### src/rtl/core/lbc_pkg.sv
package lbc_pkg;

	localparam int SLOTS = 64;
	localparam int IDX_W = (SLOTS > 1) ? $clog2(SLOTS) : 1;

	localparam logic FUNC_ACQUIRE = 1'b0;
	localparam logic FUNC_RELEASE = 1'b1;

	localparam logic [2:0] ST_OK    = 3'd0;
	localparam logic [2:0] ST_MISS  = 3'd1;
	localparam logic [2:0] ST_ZERO  = 3'd2;
	localparam logic [2:0] ST_PAST  = 3'd3;
	localparam logic [2:0] ST_FULL  = 3'd4;
	localparam logic [2:0] ST_WRAP  = 3'd5;

	typedef struct packed {
		logic        func;
		logic [31:0] block_number;
		logic [5:0]  release_slot;
	} req_item_t;

	typedef struct packed {
		logic [2:0]  status;
		logic [5:0]  slot;
		logic        write_back;
		logic [31:0] victim_block;
	} rsp_item_t;

	typedef struct packed {
		logic [31:0] tag;
		logic [31:0] stamp;
		logic [7:0]  pins;
	} entry_t;

	typedef struct packed {
		logic        inc;
		logic        dec;
		logic        set_tag;
		logic [31:0] tag;
		logic [31:0] stamp;
	} cell_op_t;

	typedef struct packed {
		logic             hit;
		logic [IDX_W-1:0] hit_idx;
		logic             found;
		logic [IDX_W-1:0] least_idx;
		logic             least_used;
		logic [31:0]      victim_tag;
	} scan_res_t;

endpackage

### src/rtl/core/lbc_scan.sv
module lbc_scan
	import lbc_pkg::*;
(
	input  logic             clk,
	input  logic             arst_n,
	input  logic             start,
	input  logic             step,
	input  logic [IDX_W-1:0] idx,
	input  entry_t           head,
	input  logic [31:0]      num,
	output scan_res_t        res
);

	logic             hit_q;
	logic [IDX_W-1:0] hit_idx_q;
	logic             found_q;
	logic [IDX_W-1:0] least_idx_q;
	logic [31:0]      least_stamp_q;
	logic [31:0]      victim_tag_q;
	logic             older;

	// strict compare keeps ties on the lowest slot
	assign older = (head.pins == 8'd0) && (!found_q || head.stamp < least_stamp_q);

	always_ff @(posedge clk or negedge arst_n) begin
		if (!arst_n) begin
			hit_q   <= 1'b0;
			found_q <= 1'b0;
		end else if (start) begin
			hit_q   <= 1'b0;
			found_q <= 1'b0;
		end else if (step) begin
			if (!hit_q && head.tag == num) begin
				hit_q <= 1'b1;
			end
			if (older) begin
				found_q <= 1'b1;
			end
		end
	end

	always_ff @(posedge clk) begin
		if (step) begin
			if (!hit_q && head.tag == num) begin
				hit_idx_q <= idx;
			end
			if (older) begin
				least_idx_q   <= idx;
				least_stamp_q <= head.stamp;
				victim_tag_q  <= head.tag;
			end
		end
	end

	assign res.hit        = hit_q;
	assign res.hit_idx    = hit_idx_q;
	assign res.found      = found_q;
	assign res.least_idx  = least_idx_q;
	assign res.least_used = (least_stamp_q != 32'd0);
	assign res.victim_tag = victim_tag_q;

endmodule

### config.mk
export PLATFORM = sky130hd
export DESIGN_NAME = lbc_scan
export DESIGN_NICKNAME = d
export VERILOG_FILES = /design/src/rtl/core/lbc_pkg.sv /design/src/rtl/core/lbc_scan.sv
export SDC_FILE = /design/constraint.sdc
export NUM_CORES = 1
export LEC_CHECK = 0
export BUFFER_PORTS_ARGS = -buffer_cell sky130_fd_sc_hd__buf_2
export CORE_MARGIN = 2
export CORE_UTILIZATION = 52
export CTS_BUF_LIST = sky130_fd_sc_hd__clkbuf_8
export CTS_CLUSTER_SIZE = 25
export DETAILED_ROUTE_END_ITERATION = 16
export HOLD_SLACK_MARGIN = 0.02
export PLACE_DENSITY_LB_ADDON = 0.12
export SYNTH_ARGS = -nofsm -noshare
export SYNTH_HDL_FRONTEND = slang
export SYNTH_SLANG_ARGS = --single-unit
export TNS_END_PERCENT = 100
### constraint.sdc
create_clock -name clk -period 10.3 [get_ports clk]
set_input_delay 1.545 -clock clk [delete_from_list [all_inputs] [get_ports clk]]
set_output_delay 1.545 -clock clk [all_outputs]
set_load 0.02 [all_outputs]
## After elaboration in Yosys (flattened, before gate mapping)

Index checks and enable logic that the tools add are counted.

| word-level totals | value |
|---|---|
| bits in registers | 78 |
| output and inout port bits | 47 |
| memories kept | 0 |
| RAM bits | 0 |
| bits in latches | 0 |
| input bits | 114 |
| bits in read-only memories | 0 |
| word-level logic and storage cells | 28 |

| operators by class | value |
|---|---|
| add/sub/neg operators | 0 |
| bitwise operators | 0 |
| order comparisons | 1 |
| shift operators | 0 |
| div/mod/pow operators | 0 |
| multipliers | 0 |
| reductions and logical operators | 14 |
| equality and inequality tests | 1 |
| muxes and demuxes | 6 |

Operators with widths:

| cell | count |
|---|---|
| $eq 32x32->1 | 1 |
| $lt 32x32->1 | 1 |
| $reduce_bool 32->1 | 1 |
| $logic_not 8->1 | 1 |
| $reduce_and 2->1 | 4 |
| $mux 1 | 6 |
| $reduce_bool 2->1 | 3 |
| $logic_and 1x1->1 | 2 |
| $logic_not 1->1 | 2 |
| $logic_or 1x1->1 | 1 |

## Longest topological paths before layout

| logic depth | value |
|---|---|
| word-level depth | 6 |
| gate-level depth with buffers | 8 |
| gate-level depth less buffers | 8 |

## Worst setup path before layout

OpenSTA, ideal clock, no wires.

| timing path | value |
|---|---|
| kind | input port to flip-flop |
| start point | in head[9] (netlist name) |
| end point | reg least_idx_q[0] (enable) |
| data arrival time | 6433 ps |
| stages on the path | 6 |
| slack | 3330 ps |
| required time | 9763 ps |
| buffers on the path | 0 |
| library setup time | 537 ps |
| cells stage by stage | ha_1 > a2111oi_0 > nor4_1 > a2111oi_1 > o31ai_1 > a41oi_1 |

| on the way | value |
|---|---|
| word-level cells in the longest chain between the ends | 4 |

RTL lines:

| what | line | text |
|---|---|---|
| start: declaration | lbc_scan.sv:9 | `input entry_t head,` |
| $lt 32x32->1 | lbc_scan.sv:23 | `assign older = (head.pins == 8'd0) && (!found_q \|\| head.stamp < least_stamp_q);` |
| $logic_or 1x1->1 | lbc_scan.sv:23 |  |
| $logic_and 1x1->1 | lbc_scan.sv:23 |  |
| $reduce_and 2->1 (no line) | - |  |
| end signal: assignment | lbc_scan.sv:48 | `least_idx_q <= idx;` |
| end: declaration | lbc_scan.sv:17 | `logic [IDX_W-1:0] least_idx_q;` |

No other way between the ends.
A chain may end at the register's enable or synchronous reset.

## Worst setup path in the final report

| timing path | value |
|---|---|
| start point | in head[9] (netlist name) |
| end point | reg least_stamp_q[3] (enable) |

| on the way | value |
|---|---|
| word-level cells in the longest chain between the ends | 4 |

RTL lines:

| what | line | text |
|---|---|---|
| $lt 32x32->1 | lbc_scan.sv:23 |  |
| $logic_or 1x1->1 | lbc_scan.sv:23 |  |
| $logic_and 1x1->1 | lbc_scan.sv:23 |  |
| $reduce_and 2->1 (no line) | - |  |
| end signal: assignment | lbc_scan.sv:49 | `least_stamp_q <= head.stamp;` |
| end: declaration | lbc_scan.sv:18 | `logic [31:0] least_stamp_q;` |

No other way between the ends.

==> impl_results.md <==
* Final setup viols at 0
* Net count, final at 565
* Final hold vios at 0
* RSZ-0062 raised after global routing: no
* Ratio of cells with drive above 1 in the final layout at 42.4%
* CTS Buffer Depth at 2
* Fill cells at 508
* Final min period at 4.38 ns
* Die H at 87.1 µm
* Fmax at 228 MHz
* Total Routing Usage GR at 20.6%
* Max Cap Viol at 0
* Register area share after synthesis at 64.9%
* DRT Pass-1 Iters at 4
* Clock Latency Late Sink at 0.35 ns
* Vias in the first global route at 2,574
* Cell Count, Final, Fillers Out at 505
* Clock skew at 0.00626 ns
* Detailed-placement wirelength estimate at 6.21 mm
* Syn Nets at 395
* Htree depth at 3
* Crit. End Element: flip-flop
* Inserted Clock Buffers at 9
* Antenna diode count at 0
* Layout area overhead at 30.7%
* Maximum VDD drop at 72.9 µV
* CP required at 10.29 ns
* Ys Warns at 0
* Via-per-instance ratio at 5.08
* Post-Syn Area at 3590 µm²
* Yosys cell types at 33
* Port-buffer cells at 160
* Total grt overflow at 0
* Wire per inst at 15.4 µm
* Worst-path clk slew at 0.08 ns
* CTS tree: done
* Root Driver: clkbuf_8
* PwrDens at 133 nW/µm²
* First-pass GRT wire length at 11.8 mm
* DRC at 0
* Crit Path Max Fanout at 45
* Synth Register Bits at 78
* Core ar. at 6760 µm²
* Largest net degree at the start of global routing at 46
* Antenna Nets Post-Route at 0
* Syn Area/Cell at 14.4 µm²
* # clock sinks at 78
* DR iter-0 viols at 75
* Commonest non-fill, non-tap cells in the layout: 160 x buf_2, 76 x edfxtp_1, 32 x inv_1
* Placed instance count at 489
* Initial antenna violation count at 0
* Row count at 30
* TNS Setup at 0 ns
* Count of pins over their slew limit at 0
* CP Launch Type: primary input
* Routability cong. at 0.731
* Hold_buf cts at 0
* Die area at 7590 µm²
* I/O pin count at 161
* Syn Inst Count at 250
* Static leakage at 2.05 nW
* Routed wire length at 7.78 mm
* Worst-margin pin slew at 0.927 ns
* Worst EP arrival at 4.37 ns
* Via count at 2,564
* CTS resizes at 0
* HP Class: flip-flop to flip-flop
* Setup Crit Path Kind: primary input to flip-flop
* Commonest non-fill, non-tap cell in the layout: buf_2
* Period utilization at 42.5%
* Outcome: finished, final reports clean
* Setup Buffers After CTS at 0
* Slew headroom at 38.0%
* Die W at 87.1 µm
* Initial Util at 53.1%
## synth_stat cells
library cell,number,area share (%)
a311o_1,1,0.28
or4_1,1,0.21
nand4b_1,1,0.24
o31ai_1,1,0.21
nand2_1,6,0.63
dfrtp_1,2,1.4
buf_4,2,0.42
a2111oi_0,1,0.24
o21ai_0,2,0.28
a211oi_1,2,0.42
a2111oi_1,1,0.28
edfxtp_1,76,64
xor2_1,7,1.7
a21o_1,2,0.42
a21oi_1,11,1.5
o221ai_1,1,0.24
nor3_1,3,0.42
a41oi_1,1,0.24
nand4_1,13,2.3
or2_2,1,0.17
and3_1,1,0.17
o21ba_1,1,0.28
xnor2_1,25,6.1
ha_1,31,11
inv_1,32,3.3
o21a_1,1,0.21
and4_2,1,0.28
nor4_1,12,2.1
nand3_1,3,0.42
nand2b_1,1,0.17
a21boi_0,1,0.21
and4_1,1,0.24
nor2_1,5,0.52
## through the flow
| stage | power, mW | util (%) | area, µm² | worst slack (ns) | hold WS, ns |
|---|---|---|---|---|---|
| floorplan | 0.377 | - | 3590 | 3.33 | 0.486 |
| detailed placement | 0.408 | 66.6 | 4500 | 5.48 | 0.520 |
| global placement | 0.407 | 66.6 | 4500 | 5.61 | 0.497 |
| CTS | 0.628 | 69.4 | 4690 | 5.85 | 0.538 |
| global route | 0.644 | 69.4 | 4690 | 5.67 | 0.557 |
| finish | 0.623 | 69.4 | 4690 | 5.92 | 0.537 |
## flip-flops by register name (all words and copies together), names as in the netlist
register and cells:
least_stamp_q 32, victim_tag_q 32, hit_idx_q 6, least_idx_q 6, found_q 1, hit_q 1
## cells by family after synthesis
group           share of synthesized area (%)
flops                                    64.9
buf+inv                                  3.76
fa+ha+maj                                10.8
xor+xnor                                 7.80
compound gates                           4.84
simple gates                             7.84
## final cells by class
type	instances	area, µm²	share of cell area (%)
sequential	78	2330	49.7
multi-input combinational	138	1140	24.3
timing repair buffer	161	808	17.2
clock buffer	9	124	2.64
inverter	32	120	2.56
tap	80	100	2.13
clock inverter	7	65.1	1.39
## critical path, stage by stage
cell and delay, ns:
buf_2 0.11, ha_1 0.28, a2111oi_0 0.39, nor4_1 0.13, a2111oi_1 0.36, o31ai_1 0.16
a41oi_4 0.74, buf_4 0.62
## final timing paths
kind,start,slack [ns],end,cells after the start
hold / removal,hit_q$_DFFE_PN0P_,0.54,hit_q$_DFFE_PN0P_,1
max in group asynchronous,arst_n,9.23,hit_q$_DFFE_PN0P_,1
setup reg to reg,least_stamp_q[1]$_DFFE_PP_,6.83,least_stamp_q[3]$_DFFE_PP_,8
min in group asynchronous,arst_n,0.97,found_q$_DFFE_PN0P_,1
hold reg to reg,hit_q$_DFFE_PN0P_,0.54,hit_q$_DFFE_PN0P_,1
setup / recovery,head[9],5.92,least_stamp_q[3]$_DFFE_PP_,8
## metal layers
| layer | GRT usage (%) | wire length (µm) |
|---|---|---|
| met1 | 24.9 | 3150 |
| met5 | 0 | 0 |
| met2 | 34.1 | 3940 |
| met4 | 7.97 | 122 |
| met3 | 7.01 | 566 |
## report_power, final
part           internal (mW)  total [mW]  switching (mW)
clock                  0.110       0.222           0.112
combinational         0.0294      0.0530          0.0237
sequential             0.348       0.348        0.000115
Note: power is estimated with default switching activity, not from simulation.
