$ cat config.mk
export PLATFORM = sky130hd
export DESIGN_NAME = lbc_cell
export DESIGN_NICKNAME = d
export VERILOG_FILES = /design/src/rtl/core/lbc_pkg.sv /design/src/rtl/core/lbc_cell.sv
export SDC_FILE = /design/constraint.sdc
export NUM_CORES = 1
export LEC_CHECK = 0
export ABC_CLOCK_PERIOD_IN_PS = 4680
export BUFFER_PORTS_ARGS = -buffer_cell sky130_fd_sc_hd__buf_2
export CORE_MARGIN = 2
export CORE_UTILIZATION = 47
export DETAILED_ROUTE_END_ITERATION = 16
export PLACE_DENSITY_LB_ADDON = 0.15
export SYNTH_ARGS = -nofsm -noshare
export SYNTH_HDL_FRONTEND = slang
export SYNTH_SLANG_ARGS = --single-unit
$ cat constraint.sdc
create_clock -name clk -period 4.68 [get_ports clk]
set_input_delay 1.404 -clock clk [delete_from_list [all_inputs] [get_ports clk]]
set_output_delay 1.404 -clock clk [all_outputs]
set_load 0.02 [all_outputs]
$ cat src/rtl/core/lbc_pkg.sv
package lbc_pkg;

	localparam int SLOTS = 64;
	localparam int IDX_W = (SLOTS > 1) ? $clog2(SLOTS) : 1;

	localparam logic FUNC_ACQUIRE = 1'b0;
	localparam logic FUNC_RELEASE = 1'b1;

	localparam logic [2:0] ST_OK    = 3'd0;
	localparam logic [2:0] ST_MISS  = 3'd1;
	localparam logic [2:0] ST_ZERO  = 3'd2;
	localparam logic [2:0] ST_PAST  = 3'd3;
	localparam logic [2:0] ST_FULL  = 3'd4;
	localparam logic [2:0] ST_WRAP  = 3'd5;

	typedef struct packed {
		logic        func;
		logic [31:0] block_number;
		logic [5:0]  release_slot;
	} req_item_t;

	typedef struct packed {
		logic [2:0]  status;
		logic [5:0]  slot;
		logic        write_back;
		logic [31:0] victim_block;
	} rsp_item_t;

	typedef struct packed {
		logic [31:0] tag;
		logic [31:0] stamp;
		logic [7:0]  pins;
	} entry_t;

	typedef struct packed {
		logic        inc;
		logic        dec;
		logic        set_tag;
		logic [31:0] tag;
		logic [31:0] stamp;
	} cell_op_t;

	typedef struct packed {
		logic             hit;
		logic [IDX_W-1:0] hit_idx;
		logic             found;
		logic [IDX_W-1:0] least_idx;
		logic             least_used;
		logic [31:0]      victim_tag;
	} scan_res_t;

endpackage

$ cat src/rtl/core/lbc_cell.sv
module lbc_cell
	import lbc_pkg::*;
(
	input  logic     clk,
	input  logic     arst_n,
	input  logic     shift,
	input  entry_t   nxt,
	input  logic     wr,
	input  cell_op_t op,
	output entry_t   cur
);

	entry_t entry_q;

	always_ff @(posedge clk or negedge arst_n) begin
		if (!arst_n) begin
			entry_q <= '0;
		end else if (shift) begin
			entry_q <= nxt;
		end else if (wr) begin
			if (op.set_tag) begin
				entry_q.tag <= op.tag;
			end
			if (op.inc) begin
				entry_q.stamp <= op.stamp;
				if (entry_q.pins != 8'hFF) begin
					entry_q.pins <= entry_q.pins + 8'd1;
				end
			end else if (op.dec && entry_q.pins != 8'd0) begin
				entry_q.pins <= entry_q.pins - 8'd1;
			end
		end
	end

	assign cur = entry_q;

endmodule

## Word-level counts from Yosys, hierarchy flattened

Index checks and enable logic that the tools add are counted.

- Output and inout port bits: 72
- Input bits: 143
- Memories kept: 0
- Flip-flop bits (word level): 72
- Memory bits (read-only): 0
- Latch bits: 0
- RAM bits: 0
- Word-level logic and storage cells: 23

- Muxes and demuxes: 7
- $add $sub $neg: 2
- $lt $le $gt $ge: 0
- $mul: 0
- Reductions and logical operators: 9
- Div/mod/pow operators: 0
- Eq/ne operators: 2
- Shift-type cells: 0
- Bitwise logic cells: 0

Operator list:

| operator | count |
|---|---|
| 72-bit two-way mux | 2 |
| 32-bit two-way mux | 2 |
| 8-bit two-way mux | 3 |
| 8-bit by 1-bit adder with 8-bit output (second input constant) | 1 |
| 8-bit inequality test (second input constant) | 1 |
| 8-bit nonzero test | 1 |
| 8-bit by 1-bit subtractor with 8-bit output (second input constant) | 1 |
| 2-bit nonzero test | 3 |
| 2-bit AND reduction | 2 |
| 3-bit by 2-bit inequality test with 1-bit output (second input constant) | 1 |
| 3-bit AND reduction | 1 |
| 3-bit nonzero test | 1 |
| 1-bit logical AND | 1 |

## Depth between registers and ports, before layout

Gate-level depths: netlist (run 1).

- Depth after elaboration: 6
- Gate-level depth with buffers: 7
- Mapped depth without buffers: 7

## Least setup slack after synthesis (run 1)

OpenSTA, ideal clock, no wires.

- Path type: input to register
- Start: input op[66] (netlist name)
- End: register entry_q (netlist bit cur[7])
- Cell stages on the path: 7
- Buffers on the path: 0
- Setup time: 0.087 ns
- Path slack: 1.540 ns
- Arrival: 3.054 ns
- Data required time: 4.593 ns
- Path through: inv_1 ha_1 and2_1 a221oi_1 a211oi_1 or4_1 o211ai_1

- Cells in the longest elaborated chain, start to end: 3
- Elaborated cells between the ends (all ways): 6
- Those cells by class: eq/ne (1); mux (3); reduce/logical (2)

Ends and longest elaborated chain:

| element | line | text |
|---|---|---|
| start: declaration | lbc_cell.sv:9 | `input cell_op_t op,` |
| 8-bit two-way mux | lbc_cell.sv:24 | `if (op.inc) begin` |
| 72-bit two-way mux | lbc_cell.sv:20 | `end else if (wr) begin` |
| 72-bit two-way mux | lbc_cell.sv:18 | `end else if (shift) begin` |
| end signal: assignment | lbc_cell.sv:19 | `entry_q <= nxt;` |
| end: declaration | lbc_cell.sv:13 | `entry_t entry_q;` |

Several ways; a longest one is shown, not always the timed one. The select of a mux whose other input is x is not followed.
A chain may end at the register's enable or synchronous reset.

## Worst setup path after layout (run 1)

Same ends and word-level chain as after synthesis.

==> flow_metrics.tcl, run 1 <==
set metrics [dict create \
    finalInstanceArea_um2 4980 \
    async_reset_ff_frac 1.00 \
    largest_reg_flops 72 \
    worst_path_max_delay_cell "or4_1" \
    grt_max_degree 73 \
    crit_required_ns 4.93 \
    cts_resized 0 \
    setup_violations 0 \
    worstHoldStart "cur[38]" \
    root_buffer "clkbuf_8" \
    initial_core_util 0.478 \
    syn_inst 364 \
    synth_edf_count 0 \
    grt_pass1_wl_mm 14.8 \
    synthFlopType "dfrtp_1" \
    diodes 0 \
    worst_pin_slew_ns 0.883 \
    hold_class "flop to flop" \
    critPathKind "input pin to flop" \
    die_h_um 92.2 \
    holdBufCountCts 0 \
    vias 3389 \
    grt_overflow 0 \
    synth_seq_cells 72 \
    place_congestion 0.892 \
    wl_per_cell_um 13.9 \
    cp.buffers_inverters 2 \
    die_area_um2 8490 \
    status "completed" \
    relSlewSlack 0.405 \
    peakVddDrop_uv 155 \
    io_buffer_count 214 \
    r2r_cells 6 \
    htreeDepth 3 \
    fin_nets 720 \
    post_cts_buffers 0 \
    core_area_um2 7650 \
    critPathTopFamily "simple AND/OR/NAND/NOR gates" \
    startpoint "op[66]" \
    cp_cell_sequence "buf_2 > inv_1 > ha_1 > and2_1 > a221oi_1 > a211oi_1 > or4_1 > o211ai_1" \
    whs_path_depth 2 \
    yosysWarnings 0 \
    reg2reg_slack_ns 2.55 \
    drt_iter0_markers 82 \
    routed_via_density 5.01 \
    r2r-end "cur[7]" \
    clock_latency_ns 0.34 \
    path_clk_slew_ns 0.07 \
    hpwl_mm 7.18 \
    antenna_found_initial 0 \
    holdPathEnd "cur[38]" \
    drc_errors 0 \
    power.leakage_nw 2.62 \
    syn_area_um2 3650 \
    area_growth_pct 36.4 \
    cts_tree "done" \
    placed_area_um2 4820 \
    drt_wl_total_mm 9.41 \
    drive_above_1_share 0.412 \
    grt_usage 0.224 \
    clk_path_buf_depth 2 \
    tritoncts.num_buffers 9 \
    synth-seq-area-share 0.493 \
    startpoint_type "input pin" \
    crit_arrival_ns 3.39 \
    post_synth.cell_area_avg_um2 10.0 \
    post-route-min-period_ns 3.13 \
    period_share 0.670 \
    die_w_um 92.2 \
    syn-num-nets 514 \
    synth_cell_types 39 \
    slowest_delay_ns 0.52 \
    first_pass_iters 4 \
    tns_ns 0 \
    drv_slew 0 \
    maxCapViolations 0 \
    fmax_mhz 319 \
    power_density_nw_per_um2 364 \
    skew_ns 0.00835 \
    rows 32 \
    grt_setup_unrepaired "false" \
    end_kind "flop" \
    rr_startpoint "cur[3]" \
    finalHoldViolCount 0 \
    io_pins 215 \
    numClockSinks 72 \
    path_max_fanout 8 \
    ant_nets 0 \
    grt_pass1_vias 3151 \
]
==> synthesized netlist by cell type (2+ instances only) <==
master / number / share of area
buf_2: 3 / 0.0041
nand2_1: 74 / 0.076
a21o_1: 2 / 0.0041
o21a_1: 2 / 0.0041
mux2_1: 4 / 0.012
nand2b_1: 2 / 0.0034
inv_1: 3 / 0.0031
nor3_1: 3 / 0.0041
nor2_1: 4 / 0.0041
mux2_2: 2 / 0.0062
o22a_1: 2 / 0.0048
clkbuf_1: 18 / 0.018
dfrtp_1: 72 / 0.49
ha_1: 6 / 0.021
a21oi_1: 7 / 0.0096
mux2i_1: 65 / 0.18
xnor2_1: 2 / 0.0048
or4_1: 3 / 0.0062
o21ai_0: 70 / 0.096
==> logic make-up (layout without fill, tap and decap cells) <==
family	after synthesis	in the layout	share of synthesized area
AOI/OAI and AO/OA	93	93	0.143
and+or+nand+nor	93	93	0.107
DFF	72	72	0.493
muxes	71	71	0.197
buffers and inverters	25	236	0.0267
adders and majority gates	7	7	0.0260
xor gates and xnor gates	3	3	0.00719
==> per-layer routing <==
metal | vias up | global-route usage | part of all wire
li1 | 1698 | - | -
met1 | 1544 | 0.278 | 0.41
met2 | 141 | 0.382 | 0.50
met3 | 6 | 0.0468 | 0.075
met4 | 0 | 0.0896 | 0.012
met5 | - | 0 | 0
==> where the power goes <==
part | internal, mW | total (mW) | switching [mW]
sequential | 0.709 | 0.782 | 0.0725
clock | 0.206 | 0.428 | 0.222
combinational | 0.251 | 0.605 | 0.355
total | 1.17 | 1.82 | 0.649
==> layout make-up <==
class | count | area [um^2]
repair buffers | 217 | 1100
multi-input cells | 267 | 1780
well taps | 102 | 128
clock inverters | 3 | 17.5
clock buffers | 13 | 149
fillers | 692 | 2670
inverters | 3 | 11.3
flip-flops and latches | 72 | 1800
==> cells in the final DEF, fill, tap and decap left out, drive strengths merged, types with 2 or more instances in the layout <==
cell type	Yosys	routed
clkinv	0	2
mux2	6	6
nand2	74	74
ha	6	6
inv	3	3
xnor2	2	2
nor2	4	4
nor3	3	3
o22a	2	2
nand2b	2	2
o21a	2	2
clkbuf	18	13
or4	3	3
a21o	2	2
o21ai	71	71
dfrtp	72	72
buf	4	217
mux2i	65	65
a21oi	7	7
==> worst max-delay path by stage <==
stage          slack (ns)  depth (start not counted)      to
4_1_cts              1.56                          8  cur[7]
6_report             1.55                          8  cur[7]
3_5_place_dp         1.21                          8  cur[7]
3_3_place_gp         1.25                          8  cur[7]
5_1_grt              1.41                          8  cur[7]
2_1_floorplan        1.54                          7  cur[7]
==> through the flow <==
step                      instances  hold WS (ns)  power (mW)  setup WS, ns   util
after global routing            677         0.494        1.93          1.41  0.652
after detailed placement        661         0.466        1.40          1.21  0.630
after global placement          661         0.456        1.38          1.25  0.630
final                           677         0.476        1.82          1.55  0.652
after CTS                       677         0.482        1.83          1.56  0.652
after floorplan                 364         0.588        1.16          1.54      -
==> worst reg2reg max path: cells and delay by family, from the launching register on <==
kind / cells / cell delay, ns
AO/OA/AOI/OAI: 3 / 0.56
AND/OR/NAND/NOR: 2 / 0.72
adder cells (fa/ha/maj): 1 / 0.33
flip-flops: 1 / 0.43
Power figures use the tool's default switching activity.
==> inputs of run 2 (changes only) <==
--- a/config.mk
+++ b/config.mk
@@ -5,10 +5,10 @@
 export SDC_FILE = /design/constraint.sdc
 export NUM_CORES = 1
 export LEC_CHECK = 0
-export ABC_CLOCK_PERIOD_IN_PS = 4680
+export ABC_CLOCK_PERIOD_IN_PS = 2900
 export BUFFER_PORTS_ARGS = -buffer_cell sky130_fd_sc_hd__buf_2
 export CORE_MARGIN = 2
-export CORE_UTILIZATION = 47
+export CORE_UTILIZATION = 44
 export DETAILED_ROUTE_END_ITERATION = 16
 export PLACE_DENSITY_LB_ADDON = 0.15
 export SYNTH_ARGS = -nofsm -noshare
==> constraint.sdc (replaced) <==
create_clock -name clk -period 2.9 [get_ports clk]
set_input_delay 0.87 -clock clk [delete_from_list [all_inputs] [get_ports clk]]
set_output_delay 0.87 -clock clk [all_outputs]
set_load 0.02 [all_outputs]
==> run 2 against run 1 <==
Effect of this change: non-clock buffer count increased by 5; core utilization decreased by 3.2 points; hold slack got worse by 0.0013 ns; worst setup slack got worse by 1.3 ns; sequential cell count unchanged; first-iteration DRC count decreased by 16%; combinational power increased by 64%; register-to-register slack got worse by 1.8 ns; clock power increased by 63%; die area increased by 6.5%; sequential share of layout area decreased by 0.43 points; highest routed layer unchanged.
==> flow_metrics.tcl, run 2 (synthesis results as in run 1) <==
set metrics [dict create \
    peakVddDrop_uv 299 \
    crit_required_ns 3.14 \
    ant_nets 0 \
    finalInstanceArea_um2 5040 \
    placed_area_um2 4870 \
    cts_tree "done" \
    routed_via_density 4.91 \
    critPathKind "input pin to flop" \
    startpoint_type "input pin" \
    core_area_um2 8130 \
    drc_errors 0 \
    grt_overflow 0 \
    worst_path_max_delay_cell "or4_1" \
    grt_pass1_vias 3096 \
    final_common_cell "buf_2" \
    io_pins 215 \
    status "completed" \
    final_cell_count_no_fill 685 \
    grt_pass1_wl_mm 14.3 \
    layout_common_cells "buf_2, nand2_1, dfrtp_1" \
    post-route-min-period_ns 2.64 \
    hpwl_mm 7.12 \
    die_w_um 95.1 \
    tritoncts.num_buffers 9 \
    grt_usage 0.202 \
    drt_wl_total_mm 9.33 \
    die_area_um2 9050 \
    fill_cells 717 \
    slowest_delay_ns 0.52 \
    fmax_mhz 379 \
    initial_core_util 0.449 \
    crit_arrival_ns 2.87 \
    io_buffer_count 214 \
    drive_above_1_share 0.421 \
    end_kind "flop" \
    maxCapViolations 0 \
    finalHoldViolCount 0 \
    power_density_nw_per_um2 584 \
    fin_nets 725 \
    wl_per_cell_um 13.6 \
    power.leakage_nw 2.65 \
    grt_max_degree 73 \
    cp_cell_sequence "buf_2 > inv_1 > ha_1 > and2_1 > a221oi_1 > a211oi_1 > or4_1 > o211ai_1" \
    cp.buffers_inverters 2 \
    diodes 0 \
    rows 33 \
    place_congestion 0.850 \
    first_pass_iters 4 \
    post_cts_buffers 0 \
    relSlewSlack 0.391 \
    cts_resized 0 \
    clock_latency_ns 0.33 \
    clk_path_buf_depth 2 \
    drv_slew 0 \
    path_max_fanout 8 \
    area_growth_pct 38.0 \
    drt_iter0_markers 69 \
    holdBufCountCts 0 \
    largest_reg_flops 72 \
    vias 3365 \
    antenna_found_initial 0 \
    root_buffer "clkbuf_8" \
    numClockSinks 72 \
    die_h_um 95.1 \
    worst_pin_slew_ns 0.914 \
    dp.cells 669 \
    path_clk_slew_ns 0.08 \
    hold_class "flop to flop" \
    grt_setup_unrepaired "false" \
    setup_violations 0 \
    skew_ns 0.00869 \
    critPathTopFamily "simple AND/OR/NAND/NOR gates" \
    whs_ns 0.475 \
    period_share 0.909 \
    htreeDepth 3 \
    finalPower_mw 2.95 \
]
## run 2: power by group
part           internal, mW  switching (mW)  total (mW)
Combinational         0.422           0.572       0.994
Sequential             1.14           0.110        1.25
Clock                 0.315           0.383       0.698
## run 2: worst paths after layout
check,start,endpoint,slack (ns),cells after the start
max in group asynchronous,arst_n,cur[69],1.63,1
hold reg to reg,cur[38],cur[38],0.48,2
min in group asynchronous,arst_n,cur[4],0.65,1
setup / recovery,op[66],cur[7],0.26,8
setup reg to reg,cur[3],cur[7],0.71,6
hold / removal,cur[38],cur[38],0.48,2
## run 2: metrics by stage
| step | utilization | setup slack (ns) | TNS [ns] |
|---|---|---|---|
| final | 0.620 | 0.264 | 0 |
| after global routing | 0.620 | 0.200 | 0 |
| after CTS | 0.620 | 0.275 | 0 |
| after detailed placement | 0.599 | -0.0637 | -0.0637 |
| after global placement | 0.599 | 0.0777 | 0 |
| after floorplan | - | 0.294 | 0 |
## run 2: routing by layer
metal,up-vias,routed length (um),GRT usage
met5,-,0,0
met4,0,57,0.0640
met3,4,766,0.0514
met2,127,4670,0.346
met1,1527,3830,0.251
li1,1707,-,-
## run 2: tightest hold or removal path, stage by stage (launching register included)
cell	delay, ns
dfrtp_1	0.34
nand2_1	0.05
o21ai_0	0.06
## run 2: cell type report
cell class	count	area [um^2]	area share
Timing Repair Buffer	222	1150	0.228
Clock buffer	10	128	0.0253
Multi-Input combinational cell	267	1780	0.352
Tap cell	105	131	0.0261
Sequential cell	72	1800	0.357
Inverter	3	11.3	0.00223
Clock inverter	6	45.0	0.00893
==> inputs of run 3 (changes only) <==
--- a/config.mk
+++ b/config.mk
@@ -5,11 +5,12 @@
 export SDC_FILE = /design/constraint.sdc
 export NUM_CORES = 1
 export LEC_CHECK = 0
+export ABC_AREA = 1
 export ABC_CLOCK_PERIOD_IN_PS = 2900
-export BUFFER_PORTS_ARGS = -buffer_cell sky130_fd_sc_hd__buf_2
 export CORE_MARGIN = 2
-export CORE_UTILIZATION = 44
+export CORE_UTILIZATION = 52
 export DETAILED_ROUTE_END_ITERATION = 16
+export DONT_BUFFER_PORTS = 1
 export PLACE_DENSITY_LB_ADDON = 0.15
 export SYNTH_ARGS = -nofsm -noshare
 export SYNTH_HDL_FRONTEND = slang
==> run 3 against run 2 <==
Effect of this change: synthesized area increased by 9.0%; total power decreased by 8.7%; maximum frequency increased by 35%; clock skew decreased by 0.0051 ns; clock power increased by 6.3%; sequential share of layout area increased by 8.0 points; synthesized cell count increased by 31%; critical path type unchanged; critical endpoint unchanged; largest cell class is now multi-input combinational cells.
==> flow_metrics.tcl, run 3 <==
set metrics [dict create \
    startpoint "op[66]" \
    path_common_cell "nand2_1" \
    initial_core_util 0.543 \
    slowest_delay_ns 0.34 \
    grt_setup_unrepaired "false" \
    cts_tree "done" \
    htreeDepth 3 \
    cts_resized 0 \
    path_max_fanout 8 \
    grt_overflow 0 \
    power_density_nw_per_um2 654 \
    fin_nets 615 \
    io_pins 215 \
    syn_area_um2 3980 \
    grt_max_degree 77 \
    path_clk_slew_ns 0.07 \
    first_pass_iters 6 \
    worst_path_max_delay_cell "ha_1" \
    synth_area_leaders "dfrtp_1, nand2_1, a31oi_2" \
    layout_common_cells "nand2_1, dfrtp_1, nor2_1" \
    numClockSinks 72 \
    fill_cells 688 \
    grt_pass1_vias 3022 \
    drc_errors 0 \
    relSlewSlack 0.627 \
    finalHoldViolCount 0 \
    drv_slew 0 \
    netlist.area_leader.share 0.452 \
    io_buffer_count 0 \
    post_synth.cell_area_avg_um2 8.35 \
    wl_per_cell_um 17.0 \
    syn_inst 477 \
    peakVddDrop_uv 315 \
    core_area_um2 7330 \
    yosysWarnings 0 \
    critPathTopFamily "simple AND/OR/NAND/NOR gates" \
    area_growth_pct 3.36 \
    drive_above_1_share 0.158 \
    post-route-min-period_ns 1.96 \
    rr_startpoint "cur[0]" \
    skew_ns 0.00359 \
    status "completed" \
    routed_via_density 5.59 \
    die_w_um 91.5 \
    antenna_found_initial 0 \
    async_reset_ff_frac 1.00 \
    maxCapViolations 0 \
    period_share 0.675 \
    startpoint_type "input pin" \
    holdBufCountCts 0 \
    whs_ns 0.224 \
    rows 31 \
    die_h_um 91.5 \
    end_kind "flop" \
    syn-num-nets 627 \
    synth.most_common_cell "nand2_1" \
    worst_pin_slew_ns 0.559 \
    largest_reg_flops 72 \
    setup_violations 0 \
    post_cts_buffers 0 \
    tritoncts.num_buffers 9 \
    grt_pass1_wl_mm 15.3 \
    clock_latency_ns 0.33 \
    synth-seq-area-share 0.452 \
    hpwl_mm 6.80 \
    vias 3170 \
    synthFlopType "dfrtp_1" \
    synth_edf_count 0 \
    place_congestion 0.804 \
    diodes 0 \
    ant_nets 0 \
    synth_top_cells_by_count "nand2_1, dfrtp_1, nor2_1" \
    final_common_cell "nand2_1" \
    synth_cell_types 30 \
    critPathKind "input pin to flop" \
    tns_ns 0 \
    clk_path_buf_depth 2 \
    power.leakage_nw 1.82 \
    grt_usage 0.228 \
    crit_required_ns 3.13 \
    root_buffer "clkbuf_8" \
    drt_wl_total_mm 9.61 \
    drt_iter0_markers 199 \
    yosysTopAreaCell "dfrtp_1" \
    synth_seq_cells 72 \
    cp_cell_sequence "inv_1 > ha_1 > a21oi_1 > nor2_1 > nor2_1 > nand2_1 > nand2_1 > nand3_1 > nand2_1 > nand2_1" \
    fmax_mhz 511 \
    cp.buffers_inverters 1 \
    crit_arrival_ns 2.19 \
    die_area_um2 8380 \
    hold_class "input pin to asynchronous set/reset pin" \
]
run 3: cell count changes after synthesis, moves of 22 or more:
cell     before  now
nand2_1      74  187
o21ai_0      70    3
mux2i_1      65    0
nor2_1        4   55
a31oi_1       0   37
a31oi_2       0   27
nor2_2        0   22
run 3: path summary, 6_finish.rpt:
kind | to | slack (ns) | cells past startpoint
worst max-delay path | cur[7] | 0.94 | 10
worst min-delay path | cur[24] | 0.22 | 0
worst max register to register | cur[6] | 1.14 | 9
worst min register to register | cur[67] | 0.67 | 2
max in group asynchronous | cur[45] | 2.52 | 0
min in group clk | cur[67] | 0.67 | 2
run 3: cells by family after synthesis:
family,synth area share
adders and majority gates,0.0239
buffers and inverters,0.0653
AOI/OAI and AO/OA,0.158
DFF,0.452
xor gates and xnor gates,0.00440
and+or+nand+nor,0.296
run 3: layer usage:
layer | global-route usage | up-vias | wire (um)
met4 | 0.0934 | 0 | 254
met5 | 0 | - | 0
met3 | 0.0722 | 24 | 870
met2 | 0.371 | 155 | 4700
li1 | - | 1539 | -
met1 | 0.280 | 1452 | 3790
run 3: through the flow:
stage,setup slack [ns],area [um^2],std cells,utilization,power [mW]
2_1_floorplan,0.792,3980,477,-,1.88
3_3_place_gp,0.650,3940,553,0.538,1.95
3_5_place_dp,0.609,3940,553,0.538,1.97
4_1_cts,0.959,4120,567,0.562,2.72
5_1_grt,0.760,4120,567,0.562,2.85
6_report,0.942,4120,567,0.562,2.69
run 3: layout make-up:
cell class	count	area (um^2)	share of cell area
Clock buffer	10	128	0.0310
Clock inverter	4	47.5	0.0115
Inverter	14	52.6	0.0128
Multi-Input combinational cell	364	1920	0.467
Sequential cell	72	1800	0.438
Tap cell	99	124	0.0301
Timing Repair Buffer	4	42.5	0.0103
run 3: where the power goes:
part	switching, mW	leakage [nW]	total (mW)	internal, mW
logic	0.289	0.904	0.495	0.206
registers	0.316	0.830	1.45	1.14
clock network	0.357	0.0880	0.742	0.385
total	0.961	1.82	2.69	1.73
